[src/hw/rtl/pidc_pkg.sv]
// Package: PID controller sequencer steps, control and configuration types, widths.
`default_nettype none

package pidc_pkg;

    localparam int unsigned DATA_W = 32;
    localparam int unsigned GAIN_W = 16;
    localparam int unsigned LIM_W  = 31;
    localparam int unsigned OPA_W  = 33;
    localparam int unsigned OPB_W  = 17;
    localparam int unsigned PROD_W = OPA_W + OPB_W;
    localparam int unsigned SUM_W  = PROD_W + 2;
    localparam int unsigned GAIN_FRAC = 8;

    localparam int unsigned CFG_IDX_W  = 3;
    localparam int unsigned CFG_DATA_W = LIM_W;

    localparam logic [CFG_IDX_W-1:0] REG_PROP_GAIN   = 3'd0;
    localparam logic [CFG_IDX_W-1:0] REG_INTEG_GAIN  = 3'd1;
    localparam logic [CFG_IDX_W-1:0] REG_DERIV_GAIN  = 3'd2;
    localparam logic [CFG_IDX_W-1:0] REG_INTEG_LIMIT = 3'd3;
    localparam logic [CFG_IDX_W-1:0] REG_DRIVE_LIMIT = 3'd4;
    localparam logic [CFG_IDX_W-1:0] REG_STEP_PERIOD = 3'd5;
    localparam logic [CFG_IDX_W-1:0] REG_STEP_RATE   = 3'd6;

    typedef enum logic [3:0] {
        S_IDLE,
        S_ERR,
        S_MUL_I,
        S_INTEG,
        S_MUL_D,
        S_DERIV,
        S_MUL_K,
        S_SUM,
        S_DONE
    } step_t;

    typedef struct packed {
        step_t step;
        logic  capture;
        logic  commit;
    } dp_ctrl_t;

    typedef struct packed {
        logic [GAIN_W-1:0] prop_gain;
        logic [GAIN_W-1:0] integ_gain;
        logic [GAIN_W-1:0] deriv_gain;
        logic [LIM_W-1:0]  integ_limit;
        logic [LIM_W-1:0]  drive_limit;
        logic [GAIN_W-1:0] step_period;
        logic [GAIN_W-1:0] step_rate;
    } cfg_t;

endpackage

`default_nettype wire

[src/hw/rtl/pidc_ifs.sv]
// Interfaces: control tick input channel and drive result channel.
`default_nettype none

interface pidc_tick_if;
    logic                                valid;
    logic                                ready;
    logic signed [pidc_pkg::DATA_W-1:0]  measured_angle;
    logic signed [pidc_pkg::DATA_W-1:0]  target_angle;

    modport source (output valid, output measured_angle, output target_angle, input ready);
    modport sink   (input valid, input measured_angle, input target_angle, output ready);
endinterface

interface pidc_result_if;
    logic                                valid;
    logic                                ready;
    logic signed [pidc_pkg::DATA_W-1:0]  drive;

    modport source (output valid, output drive, input ready);
    modport sink   (input valid, input drive, output ready);
endinterface

`default_nettype wire

[src/hw/rtl/pidc_datapath.sv]
// Datapath: operand registers, shared multiplier, accumulator and controller state.
`default_nettype none

module pidc_datapath #(
    parameter int unsigned FRAC_BITS = 16
) (
    input  wire logic                                clk,
    input  wire logic                                rst_n,
    input  wire pidc_pkg::dp_ctrl_t                  ctrl,
    input  wire pidc_pkg::cfg_t                      cfg,
    input  wire logic signed [pidc_pkg::DATA_W-1:0]  measured_angle,
    input  wire logic signed [pidc_pkg::DATA_W-1:0]  target_angle,
    output logic signed [pidc_pkg::DATA_W-1:0]      drive
);

    localparam int unsigned DW = pidc_pkg::DATA_W;
    localparam int unsigned PW = pidc_pkg::PROD_W;
    localparam int unsigned SW = pidc_pkg::SUM_W;
    localparam logic signed [DW-1:0] POS_MAX = {1'b0, {(DW-1){1'b1}}};
    localparam logic signed [DW-1:0] NEG_MAX = {1'b1, {(DW-1){1'b0}}};

    logic signed [DW-1:0] meas_reg, targ_reg;
    logic signed [DW-1:0] err_reg, err_next;
    logic signed [DW:0]   diff_reg, diff_next;
    logic signed [DW-1:0] integ_reg, integ_next;
    logic signed [DW-1:0] deriv_reg, deriv_next;
    logic signed [PW-1:0] prod_reg, prod_next;
    logic signed [SW-1:0] sum_reg, sum_next;
    logic signed [DW-1:0] acc_reg, acc_next;
    logic signed [DW-1:0] last_err_reg, last_err_next;

    logic signed [pidc_pkg::OPA_W-1:0] mul_a;
    logic signed [pidc_pkg::OPB_W-1:0] mul_b;
    logic signed [DW:0]   raw_err;
    logic signed [PW-1:0] integ_inc;
    logic signed [SW-1:0] integ_sum;
    logic signed [SW-1:0] integ_lim;
    logic signed [SW-1:0] sum_shift;
    logic signed [SW-1:0] drive_lim;

    always_comb
    begin
        unique case (ctrl.step)
            pidc_pkg::S_MUL_I:
            begin
                mul_a = pidc_pkg::OPA_W'(err_reg);
                mul_b = {1'b0, cfg.step_period};
            end
            pidc_pkg::S_INTEG:
            begin
                mul_a = pidc_pkg::OPA_W'(err_reg);
                mul_b = {1'b0, cfg.prop_gain};
            end
            pidc_pkg::S_MUL_D:
            begin
                mul_a = diff_reg;
                mul_b = {1'b0, cfg.step_rate};
            end
            pidc_pkg::S_DERIV:
            begin
                mul_a = pidc_pkg::OPA_W'(integ_reg);
                mul_b = {1'b0, cfg.integ_gain};
            end
            pidc_pkg::S_MUL_K:
            begin
                mul_a = pidc_pkg::OPA_W'(deriv_reg);
                mul_b = {1'b0, cfg.deriv_gain};
            end
            default:
            begin
                mul_a = '0;
                mul_b = '0;
            end
        endcase
        prod_next = PW'(mul_a) * PW'(mul_b);
    end

    always_comb
    begin
        raw_err   = (DW+1)'(targ_reg) - (DW+1)'(meas_reg);
        integ_inc = prod_reg >>> FRAC_BITS;
        integ_sum = SW'(acc_reg) + SW'(integ_inc);
        integ_lim = SW'({1'b0, cfg.integ_limit});
        sum_shift = sum_reg >>> pidc_pkg::GAIN_FRAC;
        drive_lim = SW'({1'b0, cfg.drive_limit});

        err_next      = err_reg;
        diff_next     = diff_reg;
        integ_next    = integ_reg;
        deriv_next    = deriv_reg;
        sum_next      = sum_reg;
        acc_next      = acc_reg;
        last_err_next = last_err_reg;

        unique case (ctrl.step)
            pidc_pkg::S_ERR:
            begin
                if (raw_err[DW] != raw_err[DW-1])
                begin
                    err_next = raw_err[DW] ? NEG_MAX : POS_MAX;
                end
                else
                begin
                    err_next = raw_err[DW-1:0];
                end
            end
            pidc_pkg::S_INTEG:
            begin
                if (integ_sum > integ_lim)
                begin
                    integ_next = integ_lim[DW-1:0];
                end
                else if (integ_sum < -integ_lim)
                begin
                    integ_next = DW'(-integ_lim);
                end
                else
                begin
                    integ_next = integ_sum[DW-1:0];
                end
                diff_next = (DW+1)'(err_reg) - (DW+1)'(last_err_reg);
            end
            pidc_pkg::S_MUL_D:
            begin
                sum_next = SW'(prod_reg);
            end
            pidc_pkg::S_DERIV:
            begin
                if (prod_reg > PW'(POS_MAX))
                begin
                    deriv_next = POS_MAX;
                end
                else if (prod_reg < PW'(NEG_MAX))
                begin
                    deriv_next = NEG_MAX;
                end
                else
                begin
                    deriv_next = prod_reg[DW-1:0];
                end
            end
            pidc_pkg::S_MUL_K,
            pidc_pkg::S_SUM:
            begin
                sum_next = sum_reg + SW'(prod_reg);
            end
            default:
            begin
            end
        endcase

        if (ctrl.commit)
        begin
            acc_next      = integ_reg;
            last_err_next = err_reg;
        end
    end

    always_comb
    begin
        if (sum_shift > drive_lim)
        begin
            drive = drive_lim[DW-1:0];
        end
        else if (sum_shift < -drive_lim)
        begin
            drive = DW'(-drive_lim);
        end
        else
        begin
            drive = sum_shift[DW-1:0];
        end
    end

    always_ff @(posedge clk)
    begin
        if (ctrl.capture)
        begin
            meas_reg <= measured_angle;
            targ_reg <= target_angle;
        end
        err_reg   <= err_next;
        diff_reg  <= diff_next;
        integ_reg <= integ_next;
        deriv_reg <= deriv_next;
        prod_reg  <= prod_next;
        sum_reg   <= sum_next;
    end

    always_ff @(posedge clk or negedge rst_n)
    begin
        if (!rst_n)
        begin
            acc_reg      <= '0;
            last_err_reg <= '0;
        end
        else
        begin
            acc_reg      <= acc_next;
            last_err_reg <= last_err_next;
        end
    end

endmodule

`default_nettype wire

[src/hw/rtl/pid_controller_antiwindup.sv]
// Top level: PID controller with integral clamp, sequencer, registers and output stage.
//
// Channels: tick (sink) takes measured_angle and target_angle, signed Q16.16 at the
// default FRAC_BITS; result (source) gives drive, signed, within +/- drive_limit.
// Both use valid/ready; a beat moves at a rising edge with both high.
// Configuration: cfg_write with cfg_index (0 prop_gain .. 6 step_rate) and cfg_data;
// other indexes are ignored. Write only while the block is idle.
// Steps: an accepted tick runs through ERR, MUL_I, INTEG, MUL_D, DERIV, MUL_K, SUM
// and DONE, then drive is registered onto result. A new tick is taken only after
// the last one is through; a shared 33x17 multiplier takes five products per tick
// under the step sequencer, and tick ready is high only while the sequencer is idle.
// Stall: the result register holds a finished drive while the receiver stalls;
// the next tick is still taken and worked through, then waits in the final step
// until the result register is free. Integral and last error update as the drive
// is loaded into the result register.
// Reset: clears the integral and last error, loads the register defaults and
// returns the sequencer to idle with no result pending.
`default_nettype none

module pid_controller_antiwindup #(
    parameter int unsigned FRAC_BITS = 16
) (
    input  wire logic                                   clk,
    input  wire logic                                   rst_n,
    pidc_tick_if.sink                                   tick,
    pidc_result_if.source                               result,
    input  wire logic                                   cfg_write,
    input  wire logic [pidc_pkg::CFG_IDX_W-1:0]         cfg_index,
    input  wire logic [pidc_pkg::CFG_DATA_W-1:0]        cfg_data
);

    localparam int unsigned GW = pidc_pkg::GAIN_W;
    localparam int unsigned LW = pidc_pkg::LIM_W;
    localparam logic [63:0] LIM_MAX    = 64'h7FFF_FFFF;
    localparam logic [63:0] PER_MAX    = 64'hFFFF;
    localparam logic [63:0] ILIM_RAW   = 64'd5 << FRAC_BITS;
    localparam logic [63:0] DLIM_RAW   = 64'd25 << FRAC_BITS;
    localparam logic [63:0] PER_RAW    = ((64'd1 << FRAC_BITS) + 64'd50) / 64'd100;
    localparam logic [63:0] ILIM_FIT   = (ILIM_RAW > LIM_MAX) ? LIM_MAX : ILIM_RAW;
    localparam logic [63:0] DLIM_FIT   = (DLIM_RAW > LIM_MAX) ? LIM_MAX : DLIM_RAW;
    localparam logic [63:0] PER_FIT    = (PER_RAW > PER_MAX) ? PER_MAX : PER_RAW;
    localparam logic [LW-1:0] ILIM_RST = ILIM_FIT[LW-1:0];
    localparam logic [LW-1:0] DLIM_RST = DLIM_FIT[LW-1:0];
    localparam logic [GW-1:0] PER_RST  = PER_FIT[GW-1:0];

    pidc_pkg::cfg_t     cfg_reg, cfg_next;
    pidc_pkg::step_t    state_reg, state_next;
    pidc_pkg::dp_ctrl_t ctrl;
    logic               out_valid_reg, out_valid_next;
    logic signed [pidc_pkg::DATA_W-1:0] drive_reg, drive_next;
    logic signed [pidc_pkg::DATA_W-1:0] drive_value;
    logic               tick_fire;
    logic               done_fire;

    always_comb
    begin
        cfg_next = cfg_reg;
        if (cfg_write)
        begin
            unique case (cfg_index)
                pidc_pkg::REG_PROP_GAIN:   cfg_next.prop_gain   = cfg_data[GW-1:0];
                pidc_pkg::REG_INTEG_GAIN:  cfg_next.integ_gain  = cfg_data[GW-1:0];
                pidc_pkg::REG_DERIV_GAIN:  cfg_next.deriv_gain  = cfg_data[GW-1:0];
                pidc_pkg::REG_INTEG_LIMIT: cfg_next.integ_limit = cfg_data[LW-1:0];
                pidc_pkg::REG_DRIVE_LIMIT: cfg_next.drive_limit = cfg_data[LW-1:0];
                pidc_pkg::REG_STEP_PERIOD: cfg_next.step_period = cfg_data[GW-1:0];
                pidc_pkg::REG_STEP_RATE:   cfg_next.step_rate   = cfg_data[GW-1:0];
                default:
                begin
                end
            endcase
        end
    end

    always_ff @(posedge clk or negedge rst_n)
    begin
        if (!rst_n)
        begin
            cfg_reg.prop_gain   <= 16'd11520;
            cfg_reg.integ_gain  <= 16'd512;
            cfg_reg.deriv_gain  <= 16'd640;
            cfg_reg.integ_limit <= ILIM_RST;
            cfg_reg.drive_limit <= DLIM_RST;
            cfg_reg.step_period <= PER_RST;
            cfg_reg.step_rate   <= 16'd100;
        end
        else
        begin
            cfg_reg <= cfg_next;
        end
    end

    assign tick.ready   = (state_reg == pidc_pkg::S_IDLE);
    assign tick_fire    = tick.valid && tick.ready;
    assign done_fire    = (state_reg == pidc_pkg::S_DONE) && (!out_valid_reg || result.ready);
    assign result.valid = out_valid_reg;
    assign result.drive = drive_reg;

    always_comb
    begin
        state_next     = state_reg;
        out_valid_next = out_valid_reg;
        drive_next     = drive_reg;

        if (result.ready)
        begin
            out_valid_next = 1'b0;
        end

        unique case (state_reg)
            pidc_pkg::S_IDLE:
            begin
                if (tick_fire)
                begin
                    state_next = pidc_pkg::S_ERR;
                end
            end
            pidc_pkg::S_ERR:   state_next = pidc_pkg::S_MUL_I;
            pidc_pkg::S_MUL_I: state_next = pidc_pkg::S_INTEG;
            pidc_pkg::S_INTEG: state_next = pidc_pkg::S_MUL_D;
            pidc_pkg::S_MUL_D: state_next = pidc_pkg::S_DERIV;
            pidc_pkg::S_DERIV: state_next = pidc_pkg::S_MUL_K;
            pidc_pkg::S_MUL_K: state_next = pidc_pkg::S_SUM;
            pidc_pkg::S_SUM:   state_next = pidc_pkg::S_DONE;
            pidc_pkg::S_DONE:
            begin
                if (done_fire)
                begin
                    state_next     = pidc_pkg::S_IDLE;
                    out_valid_next = 1'b1;
                    drive_next     = drive_value;
                end
            end
            default:           state_next = pidc_pkg::S_IDLE;
        endcase

        ctrl.step    = state_reg;
        ctrl.capture = tick_fire;
        ctrl.commit  = done_fire;
    end

    always_ff @(posedge clk or negedge rst_n)
    begin
        if (!rst_n)
        begin
            state_reg     <= pidc_pkg::S_IDLE;
            out_valid_reg <= 1'b0;
        end
        else
        begin
            state_reg     <= state_next;
            out_valid_reg <= out_valid_next;
        end
    end

    always_ff @(posedge clk)
    begin
        drive_reg <= drive_next;
    end

    pidc_datapath #(
        .FRAC_BITS (FRAC_BITS)
    ) u_datapath (
        .clk            (clk),
        .rst_n          (rst_n),
        .ctrl           (ctrl),
        .cfg            (cfg_reg),
        .measured_angle (tick.measured_angle),
        .target_angle   (tick.target_angle),
        .drive          (drive_value)
    );

    a_tick_starts_sequence: assert property (
        @(posedge clk) disable iff (!rst_n)
        (tick.valid && tick.ready) |=> (state_reg == pidc_pkg::S_ERR)
    ) else $error("tick beat did not start the sequencer");

    a_result_from_done: assert property (
        @(posedge clk) disable iff (!rst_n)
        $rose(result.valid) |-> ($past(state_reg) == pidc_pkg::S_DONE)
    ) else $error("result raised outside the final step");

    a_drive_in_limit: assert property (
        @(posedge clk) disable iff (!rst_n)
        result.valid |-> (($signed({1'b0, cfg_reg.drive_limit}) >= 32'(result.drive)) &&
                          ($signed(-{1'b0, cfg_reg.drive_limit}) <= 32'(result.drive)))
    ) else $error("drive outside its limit");

    a_done_waits_for_slot: assert property (
        @(posedge clk) disable iff (!rst_n)
        (state_reg == pidc_pkg::S_DONE && result.valid && !result.ready)
            |=> (state_reg == pidc_pkg::S_DONE)
    ) else $error("final step left while result slot was full");

endmodule

`default_nettype wire
[src/flat_wrapper.sv]
// flat-port wrapper written by rule: the top's interface ports become plain ports
module pid_controller_antiwindup_flat 
#(
    parameter int unsigned FRAC_BITS = 16
)
  (clk, rst_n, cfg_write, cfg_index, cfg_data, tick_valid, tick_measured_angle, tick_target_angle, tick_ready, result_valid, result_drive, result_ready);
  pidc_tick_if tick_i ();
  pidc_result_if result_i ();
  input  wire logic clk;
  input  wire logic rst_n;
  input  wire logic cfg_write;
  input  wire logic [pidc_pkg::CFG_IDX_W-1:0] cfg_index;
  input  wire logic [pidc_pkg::CFG_DATA_W-1:0] cfg_data;
  input wire logic [$bits(tick_i.valid)-1:0] tick_valid;
  input wire logic [$bits(tick_i.measured_angle)-1:0] tick_measured_angle;
  input wire logic [$bits(tick_i.target_angle)-1:0] tick_target_angle;
  output wire logic [$bits(tick_i.ready)-1:0] tick_ready;
  output wire logic [$bits(result_i.valid)-1:0] result_valid;
  output wire logic [$bits(result_i.drive)-1:0] result_drive;
  input wire logic [$bits(result_i.ready)-1:0] result_ready;
  assign tick_i.valid = tick_valid;
  assign tick_i.measured_angle = tick_measured_angle;
  assign tick_i.target_angle = tick_target_angle;
  assign tick_ready = tick_i.ready;
  assign result_valid = result_i.valid;
  assign result_drive = result_i.drive;
  assign result_i.ready = result_ready;
  pid_controller_antiwindup #(.FRAC_BITS(FRAC_BITS)) u_core (.clk(clk), .rst_n(rst_n), .tick(tick_i), .result(result_i), .cfg_write(cfg_write), .cfg_index(cfg_index), .cfg_data(cfg_data));
endmodule
[config.mk]
export PLATFORM = sky130hd
export DESIGN_NAME = pid_controller_antiwindup_flat
export DESIGN_NICKNAME = d
export VERILOG_FILES = /design/src/hw/rtl/pidc_pkg.sv /design/src/hw/rtl/pidc_ifs.sv /design/src/hw/rtl/pidc_datapath.sv /design/src/hw/rtl/pid_controller_antiwindup.sv /design/src/flat_wrapper.sv
export SDC_FILE = /design/constraint.sdc
export NUM_CORES = 2
export LEC_CHECK = 0
export BUFFER_PORTS_ARGS = -buffer_cell sky130_fd_sc_hd__buf_2
export CORE_MARGIN = 10
export CORE_UTILIZATION = 40
export DETAILED_ROUTE_END_ITERATION = 10
export REMOVE_ABC_BUFFERS = 1
export SETUP_SLACK_MARGIN = 0.2
export SYNTH_ARGS = -nofsm -noshare
export SYNTH_HDL_FRONTEND = slang
export SYNTH_SLANG_ARGS = --single-unit
[constraint.sdc]
create_clock -name clk -period 27.8 [get_ports clk]
set_input_delay 2.78 -clock clk [delete_from_list [all_inputs] [get_ports clk]]
set_output_delay 2.78 -clock clk [all_outputs]
set_load 0.1 [all_outputs]
==> results.py <==
metrics = {
    "worst_hold_path": {
        "hold_path_depth": 2,
        "hold_start": "u_core.u_datapath.acc_reg[14]$_DFFE_PN0P_",
        "hold_path_end": "u_core.u_datapath.acc_reg[14]$_DFFE_PN0P_",
        "hp-class": "reg2reg",
    },
    "final_layout": {
        "nets": 6752,
        "drive_gt1_share_pct": 9.43,
        "largest_register_ffs": 142,
        "mostFrequentLayoutCells": "857 x nand2_1, 846 x inv_1, 507 x fa_1, 434 x ha_1, 402 x nor2_1",
        "layout_commonest_cell": "nand2_1",
        "final_core_utilization_pct": 44.1,
        "area_growth_pct": 9.49,
    },
    "route": {
        "wl_met3_um": 13400,
        "drt_iter0_drc": 3649,
        "drt-total-wl_um": 164000,
        "vias": 41200,
        "met2_wirelength_um": 72400,
        "via_per_inst": 5.48,
        "wire_per_inst_um": 21.8,
        "ant_nets": 0,
        "drt-met1-wl_um": 70100,
        "dr.max_layer_used": "met5",
        "firstDrtPassIters": 9,
        "remaining_drc_errors": 0,
    },
    "clocking": {
        "clockBufferDepth": 3,
        "cts.repair.resized": 0,
        "postCtsSetupBuffers": 0,
        "clk_latency_ns": 0.71,
        "htreeDepth": 2,
        "cts_sinks": 538,
        "cts_tree": "built",
        "cts_hold_buf": 0,
        "path_clk_slew_ns": 0.06,
        "cts_made_buffers": 61,
        "cts_root_buf": "clkbuf_16",
    },
    "critical_path": {
        "r2r_setup_slack_ns": 17.82,
        "start_kind": "flip-flop",
        "arrival_ns": 10.58,
        "max_stage_delay_ns": 0.55,
        "crit_top_cell": "fa_1",
        "path_class": "reg2reg",
        "timing.rr.end": "u_core.u_datapath.prod_reg[49]$_DFF_P_",
        "cp_slowest_cell": "fa_1",
        "end_kind": "flip-flop",
        "reg2reg_from": "u_core.state_reg[3]$_DFFE_PN0P_",
        "r2r_cells": 30,
        "cp_max_fo": 42,
        "required_ns": 28.40,
    },
    "sta": {
        "rsz0062_at_grt": "false",
        "fin_crit_sh_pct": 35.9,
        "clock_skew_ns": 0.0588,
        "fmax_mhz": 100,
        "worst_pin_slew_ns": 1.12,
        "relSlewSlack_pct": 25.1,
        "final_max_slew_viol_count": 0,
        "fin_ws_ns": 17.82,
        "min_period_ns": 9.98,
        "setup_viol": 0,
        "finalSetupTns_ns": 0,
        "hold_viol_final": 0,
    },
    "global_route": {
        "grt_pass1_wl_um": 251000,
        "overflow": 0,
        "grt_max_degree": 84,
        "grt_usage_pct": 22.1,
        "antenna_found_initial": 13,
        "first_global_vias": 41300,
    },
    "synthesis": {
        "ys_warn_count": 0,
        "synth_edf_count": 277,
        "synth_cells": 5653,
        "synth_area_per_cell_sq_um": 9.24,
        "synth_area_sq_um": 52200,
        "ys_seq_elements": 538,
        "synthFlopType": "edfxtp_1",
        "async_reset_ff_share_pct": 39.2,
        "synth_cell_types": 100,
        "ys_seq_area_share_pct": 28.0,
    },
    "die": {
        "die_w_um": 381,
        "core_sq_um": 130000,
        "start_util_pct": 40.3,
        "die_y_um": 381,
        "num_io_pins": 137,
        "die-area_sq_um": 145000,
        "rows": 132,
    },
    "place": {
        "dp_hpwl_um": 128000,
        "globalplace.congestion": 0.933,
        "place_ws_ns": 18.00,
        "portBuffers": 136,
    },
    "flow_run": {
        "cap_violations": 0,
    },
    "run_status": {
        "status": "finished, final reports clean",
    },
}
critical path, delay by kind of cell (launching register included):
| family | cells | cell delay, ns |
|---|---|---|
| adder cells (fa/ha/maj) | 7 | 3.47 |
| AND/OR/NAND/NOR | 11 | 2.90 |
| AO/OA/AOI/OAI | 5 | 1.74 |
| buffers and inverters | 7 | 1.21 |
| flip-flops | 1 | 0.50 |
synth_stat cells (all sizes together) (51+ instances only):
cell | number | area, sq um
nand4 | 83 | 519
clkbuf | 190 | 713
xnor2 | 157 | 1380
fa | 507 | 10100
and4 | 51 | 447
a21o | 148 | 1110
nand3 | 69 | 350
nand2 | 861 | 3230
edfxtp | 277 | 8320
dfrtp | 190 | 4750
nor3 | 70 | 382
nor2 | 407 | 1530
ha | 434 | 5430
o21ai | 232 | 1160
mux2 | 122 | 1370
a21oi | 245 | 1230
xor2 | 68 | 596
inv | 848 | 3180
metrics by stage:
stage               std cells  hold WS [ns]  cell area, sq um
finish                   7511         0.481             57200
global route             7506         0.504             57200
CTS                      7503         0.484             57200
detailed placement       7387         0.470             55000
global placement         7386         0.463             55000
floorplan                5438         0.441             51400
logic make-up after synthesis:
group                      after synthesis  synth area share, %
DFF                                    538                 28.0
and+or+nand+nor                       1764                 15.2
muxes                                  157                 3.30
AOI/OAI and AO/OA                      956                 12.0
xor gates and xnor gates               225                 3.77
buffers and inverters                 1063                 7.74
adders and majority gates              950                 30.0
worst max-delay path by stage:
| stage | end | slack, ns | startpoint | cells after the start |
|---|---|---|---|---|
| after floorplan | u_core.u_datapath.prod_reg[27]$_DFF_P_ | 14.52 | u_core.state_reg[0]$_DFFE_PN0P_ | 23 |
| after global placement | u_core.u_datapath.prod_reg[49]$_DFF_P_ | 18.04 | u_core.state_reg[3]$_DFFE_PN0P_ | 30 |
| after detailed placement | u_core.u_datapath.prod_reg[49]$_DFF_P_ | 18.00 | u_core.state_reg[3]$_DFFE_PN0P_ | 30 |
| after CTS | u_core.u_datapath.prod_reg[49]$_DFF_P_ | 17.99 | u_core.state_reg[3]$_DFFE_PN0P_ | 30 |
| after global routing | u_core.u_datapath.prod_reg[49]$_DFF_P_ | 17.49 | u_core.state_reg[3]$_DFFE_PN0P_ | 30 |
| final | u_core.u_datapath.prod_reg[49]$_DFF_P_ | 17.82 | u_core.state_reg[3]$_DFFE_PN0P_ | 30 |
area by class of cell:
type	instances	area [sq um]
Sequential cell	538	14600
Clock buffer	76	1680
Clock inverter	40	529
Tap cell	1742	2180
Antenna cell	8	20.0
Inverter	848	3190
Fill cell	12600	72500
Multi-Input combinational cell	4052	33700
Timing Repair Buffer	207	1220
layer usage:
metal,global-route usage (%),vias to the layer above
li1,-,19000
met1,29.5,20400
met2,34.4,1450
met3,4.59,294
met4,9.70,2
met5,0,-
Power is left out: the tool's default activity adds up to more than one toggle a clock period on the data nets, which glitch-free logic cannot reach.
